===== config.mk =====
export PLATFORM = sky130hd
export DESIGN_NAME = qph_ctrl
export DESIGN_NICKNAME = d
export VERILOG_FILES = /design/src/hdl/qph_pkg.sv /design/src/hdl/qph_ctrl.sv
export SDC_FILE = /design/constraint.sdc
export NUM_CORES = 1
export LEC_CHECK = 0
export ABC_AREA = 1
export BUFFER_PORTS_ARGS = -buffer_cell sky130_fd_sc_hd__buf_2
export CORE_AREA = 2 2 39 41
export CTS_BUF_LIST = sky130_fd_sc_hd__clkbuf_4
export CTS_CLUSTER_SIZE = 14
export DETAILED_ROUTE_END_ITERATION = 12
export DIE_AREA = 0 0 41 43
export GPL_ROUTABILITY_DRIVEN = 0
export PLACE_DENSITY = 0.61
export SYNTH_ARGS = -nofsm -noshare
export SYNTH_HDL_FRONTEND = slang
export SYNTH_SLANG_ARGS = --single-unit

===== constraint.sdc =====
create_clock -name clk -period 2.4 [get_ports clk]
set_input_delay 0.12 -clock clk [delete_from_list [all_inputs] [get_ports clk]]
set_output_delay 0.12 -clock clk [all_outputs]
set_load 0.05 [all_outputs]

===== src/hdl/qph_pkg.sv =====
package qph_pkg;

	// fixed field widths
	localparam int KEY_W  = 32;
	localparam int SLOT_W = 10;
	localparam int CFG_W  = 10;

	localparam logic [CFG_W-1:0] CFG_RESET = 10'd11;

	localparam int CAPACITY_DEF = 1024;
	localparam int KEY_BITS_DEF = 32;

	// remainder bits resolved per divider cycle
	localparam int RADIX = 4;

	typedef enum logic [1:0] {
		OP_FIND   = 2'd0,
		OP_INSERT = 2'd1,
		OP_DELETE = 2'd2,
		OP_CLEAR  = 2'd3
	} op_t;

	typedef enum logic [1:0] {
		RS_DONE      = 2'd0,
		RS_NOT_FOUND = 2'd1,
		RS_PRESENT   = 2'd2,
		RS_FULL      = 2'd3
	} rsp_status_t;

	typedef enum logic [1:0] {
		KIND_EMPTY   = 2'd0,
		KIND_LIVE    = 2'd1,
		KIND_DELETED = 2'd2
	} kind_t;

	typedef struct packed {
		op_t              opcode;
		logic [KEY_W-1:0] key;
	} req_t;

	typedef struct packed {
		rsp_status_t       status;
		logic [SLOT_W-1:0] slot;
	} rsp_t;

	typedef enum logic [3:0] {
		ST_WIPE,
		ST_IDLE,
		ST_CLEAR,
		ST_MOD,
		ST_HOME,
		ST_READ,
		ST_CHECK,
		ST_FINISH,
		ST_RESP
	} state_t;

	typedef struct packed {
		logic load;
		logic div_step;
		logic probe_init;
		logic rd_en;
		logic check;
		logic finish;
		logic clr_step;
		logic rsp_load;
	} cmd_t;

	typedef struct packed {
		logic div_last;
		logic exhausted;
		logic stop;
		logic clr_last;
	} sts_t;

endpackage


===== src/hdl/qph_ctrl.sv =====
module qph_ctrl import qph_pkg::*; (
	input  logic clk,
	input  logic arst_n,
	input  logic req_valid,
	input  op_t  req_op,
	output logic req_ready,
	output logic rsp_valid,
	input  logic rsp_ready,
	input  sts_t sts,
	output cmd_t cmd
);

	state_t state_q;
	state_t state_d;
	logic   rsp_valid_q;

	always_comb begin
		state_d = state_q;
		unique case (state_q)
			ST_WIPE:   if (sts.clr_last) state_d = ST_IDLE;
			ST_IDLE: begin
				if (req_valid) state_d = (req_op == OP_CLEAR) ? ST_CLEAR : ST_MOD;
			end
			ST_CLEAR:  if (sts.clr_last) state_d = ST_RESP;
			ST_MOD:    if (sts.div_last) state_d = ST_HOME;
			ST_HOME:   state_d = ST_READ;
			ST_READ:   state_d = sts.exhausted ? ST_FINISH : ST_CHECK;
			ST_CHECK:  state_d = sts.stop ? ST_FINISH : ST_READ;
			ST_FINISH: state_d = ST_RESP;
			ST_RESP:   if (!rsp_valid_q || rsp_ready) state_d = ST_IDLE;
			default:   state_d = ST_IDLE;
		endcase
	end

	always_comb begin
		cmd       = '0;
		req_ready = 1'b0;
		unique case (state_q)
			ST_WIPE:   cmd.clr_step = 1'b1;
			ST_IDLE: begin
				req_ready = 1'b1;
				cmd.load  = req_valid;
			end
			ST_CLEAR:  cmd.clr_step = 1'b1;
			ST_MOD:    cmd.div_step = 1'b1;
			ST_HOME:   cmd.probe_init = 1'b1;
			ST_READ:   cmd.rd_en = !sts.exhausted;
			ST_CHECK:  cmd.check = 1'b1;
			ST_FINISH: cmd.finish = 1'b1;
			ST_RESP:   cmd.rsp_load = !rsp_valid_q || rsp_ready;
			default:   cmd = '0;
		endcase
	end

	always_ff @(posedge clk or negedge arst_n) begin
		if (!arst_n) begin
			state_q     <= ST_WIPE;
			rsp_valid_q <= 1'b0;
		end else begin
			state_q <= state_d;
			if (cmd.rsp_load) begin
				rsp_valid_q <= 1'b1;
			end else if (rsp_ready) begin
				rsp_valid_q <= 1'b0;
			end
		end
	end

	assign rsp_valid = rsp_valid_q;

endmodule


# Yosys cells after proc, flatten, opt, wreduce, memory -nomap -nowiden
# Cells that the tools add are included.
totals:
  in_bits: 10
  register_bits: 5
  output_inout_bits: 10
  word_cells: 43
op_classes:
  eq_ne: 14
  n_mux: 20
  n_reduce_logical: 7
ops:
  columns: ["operator", "count"]
  rows:
  - ["case mux 4 bit (9 select lines)", 1]
  - ["2-to-1 mux 4 bit", 5]
  - ["equality test 4 x 3 -> 1 bit, second input constant", 4]
  - ["2-to-1 mux 1 bit", 13]
  - ["inequality test 2 bit, second input constant", 5]
  - ["equality test 4 x 2 -> 1 bit, second input constant", 2]
  - ["AND reduction 5 bit", 1]
  - ["equality test 4 x 1 -> 1 bit, second input constant", 1]
  - ["equality test 4 bit, second input constant", 1]
  - ["logical NOT 4 bit", 1]
  - ["equality test 2 bit, second input constant", 1]
  - ["logical NOT 1 bit", 2]
  - ["2-to-1 mux 2 bit", 1]
  - ["nonzero test 2 bit", 1]
  - ["OR reduction 2 bit", 1]
  - ["logical OR 1 bit", 1]

# Logic depth before layout (Yosys ltp)
logic_depth:
  depth_word: 4
  mapped_depth: 9
  mapped_depth_nobuf: 9

# Worst setup path after synthesis
# No wires, ideal clock.
synth_path:
  kind: "reg2out"
  startpoint: "register state_q[0]"
  endpoint: "output cmd[1] in the netlist's numbering"
  setup_slack_ps: 747
  t_arrival_ps: 1533
  stages_incl_launch_ff: 2
  cell_sequence: "dfrtp_1 nor3_1"
synth_rtl:
  columns: ["element", "line_no", "text"]
  rows:
  - ["start, declared", "qph_ctrl.sv:13", "state_t state_q;"]
  - ["start signal, assigned", "qph_ctrl.sv:60", "state_q <= state_d;"]
  - ["end, declared", "qph_ctrl.sv:10", "output cmd_t cmd"]

==> metrics.txt <==
outcome=finished clean; multiplexer share of the synthesized area=0%; post-synthesis share of cell area spent on full adders, half adders and majority gates=0%; part of the cycle the worst path needs=62.2%; vias post-DR=498; area share of the largest cell type after synthesis=29.2%; number of nets produced by synthesis=83; clock buffers created by TritonCTS=3; buffer count from post-CTS setup fixing=0; most frequent cells in the layout=20 x sky130_fd_sc_hd__nand2_1, 19 x sky130_fd_sc_hd__buf_2, 13 x sky130_fd_sc_hd__inv_1, 13 x sky130_fd_sc_hd__nor2_1, 7 x sky130_fd_sc_hd__nand3_1; final critical path time including I/O delays and setup=1.49 ns; TNS Setup=0 ns; maximum VDD drop=452 uV; insertion delay to the later sink of the worst-skew pair=0.23 ns; CTS tree=done; row count=14; Final Cell Area=583 sq um; stage delay of the slowest cell on the critical path=0.43 ns; number of fill cells in the layout=164; core utilization of the finished layout=42.1%; Top-Level Pins=20; setup violation total in the final timing report=0; share of synthesized area occupied by flip-flops and latches=29.2%; number of stages on the worst hold path=4; total routing resource utilization after global routing=14.4%; post-CTS clock slew at the launch and capture registers of the worst setup and hold paths=0.04 ns; most common library cell in the layout ignoring fill and taps=sky130_fd_sc_hd__nand2_1; xor and xnor area share after synthesis=0%; class of the most critical hold timing path=in -> reg; overflow left after global routing=0; number of cells upsized or downsized after cts=0; Worst Setup Start Kind=flip-flop; Post-Syn Instances=73; total clock sinks=5; max-cap check violation count=0; Initial Util=30.9%; largest family of logic cells by synthesized area=simple AND/OR/NAND/NOR gates; cells taking the most area after synthesis=sky130_fd_sc_hd__dfrtp_1 29%, sky130_fd_sc_hd__nand2_1 18%, sky130_fd_sc_hd__inv_1 11%; Iteration-0 DRC Markers=9; Post-Route WL=998 microns; Worst Setup Slack, final=0.907 ns; logic depth of the worst setup path including buffers=4; Worst Hold Margin=0.154 ns; actual transition at the worst max-transition pin=0.283 ns; Area Growth Syn to Fin=36.3%; Cell Chain, Critical Path=nor2_4, nand2_1, nor2_1, buf_2; via count of the first global-routing pass=411; root buffer cell=sky130_fd_sc_hd__clkbuf_4; Relative slew margins=81.1%; CP delay by family, top=simple AND/OR/NAND/NOR gates; worst-case setup slack after placement=1.15 ns; average wire per standard cell=8.83 microns; Compound-Gate Fraction of Synth Area=4.68%; CP max-delay cell=sky130_fd_sc_hd__dfrtp_1; antenna cell count=0; post-detailed-route via-to-cell ratio=4.41; share of final-layout standard cells stronger than drive strength 1=32.0%; I/O Buffers=19; worst r2r path cells=6; worst clock skew=0.000755 ns; simple logic cell fraction of the synthesized area=51.2%; post-route antenna net violation count=0; top cell type by total area after synthesis=sky130_fd_sc_hd__dfrtp_1; pwr/cell area=1460 nW/um^2; cts-stage hold buffer count=1; total number of nets in the final design=108; total DRC errors in the routed layout=0; Worst Setup End Kind=output pin; Netlist Area Pre-Place=428 sq um; fmax=670 MHz; wire length of the first global-routing pass=1730 microns; maximum net fanout on the critical path=7; count of final hold-check violations=0; count of final max-slew check failures=0; Pre-antenna DRT Iters=4; total core area=1380 sq um; unrepaired setup endpoints after global routing=false; largest net degree at the start of global routing=8; area after detailed placement=543 sq um; total half-perimeter wirelength after legalization and detailed placement=833 microns; number of distinct library cell variants in the gate-level netlist after synthesis=14; die area=1760 sq um; maximum buffer depth of the clock tree=2; count of synthesis-stage warnings from yosys=0; WS Path Type=reg -> out; antenna violations before repair=0; average instance area after synthesis=5.86 sq um; Static Leakage=0.385 nW; required time of the worst setup path=2.28 ns; FF+latch count, synth=5; Die Y-Extent=43 microns; number of levels in the clock H-tree=1; critical path arrival=1.37 ns; die width=41 microns; total buffers and inverters traversed by the critical path=1
[flip-flops by register name, summed over array words and instances, names as in the netlist]
signal,flops
rsp_valid,1
state_q,4
[power by group]
part | switching, mW | total (mW) | internal [mW]
registers | 0.0521 | 0.172 | 0.120
logic | 0.420 | 0.573 | 0.153
clock network | 0.0308 | 0.105 | 0.0739
total | 0.503 | 0.850 | 0.347
[metal layers]
layer  track usage, %  part of all wire (%)
met5                0                     0
met4             4.00                     0
met1             19.9                    44
met2             20.9                    53
met3             4.71                   2.6
[worst min-delay path, delay by kind of cell]
family	cells	cell delay, ns
buffers and inverters	2	0.12
and+or+nand+nor	2	0.10
[per-stage QoR]
stage               power (mW)  std cells
detailed placement       0.746        108
floorplan                0.624         73
global route             0.932        113
finish                   0.850        113
global placement         0.744        108
CTS                      0.855        113
[logic make-up (layout without fill, tap and decap cells)]
kind of cell,count (synthesis),after routing
compound gates,4,4
flops,5,5
simple gates,47,47
buf+inv,17,41
[layout make-up]
cell class | instances | area [sq um] | area share [%]
Clock buffer | 4 | 30.0 | 5.15
Inverter | 17 | 63.8 | 10.9
Multi-Input combinational cell | 51 | 239 | 41.0
Sequential cell | 5 | 125 | 21.5
Tap cell | 16 | 20.0 | 3.43
Timing Repair Buffer | 20 | 105 | 18.0
[synth_stat cells]
| cell | count |
|---|---|
| sky130_fd_sc_hd__nand3_2 | 2 |
| sky130_fd_sc_hd__nor3_1 | 1 |
| sky130_fd_sc_hd__a21oi_1 | 3 |
| sky130_fd_sc_hd__dfrtp_1 | 5 |
| sky130_fd_sc_hd__nand2_1 | 20 |
| sky130_fd_sc_hd__clkinv_1 | 1 |
| sky130_fd_sc_hd__inv_2 | 3 |
| sky130_fd_sc_hd__inv_1 | 13 |
| sky130_fd_sc_hd__o21ai_1 | 1 |
| sky130_fd_sc_hd__nor2_4 | 2 |
| sky130_fd_sc_hd__nor2_1 | 13 |
| sky130_fd_sc_hd__nand4_1 | 1 |
| sky130_fd_sc_hd__nand2_2 | 1 |
| sky130_fd_sc_hd__nand3_1 | 7 |
[final timing paths]
kind / startpoint / endpoint / slack, ns
worst max-delay path: state_q[2] / cmd[7] / 0.91
worst min-delay path: rsp_ready / rsp_valid / 0.15
worst max register to register: state_q[1] / state_q[0] / 1.20
worst min register to register: rsp_valid / rsp_valid / 0.60
max in group asynchronous: arst_n / state_q[0] / 2.04
min in group asynchronous: arst_n / state_q[3] / 0.23
No activity file was read; power rests on OpenSTA's default activity.
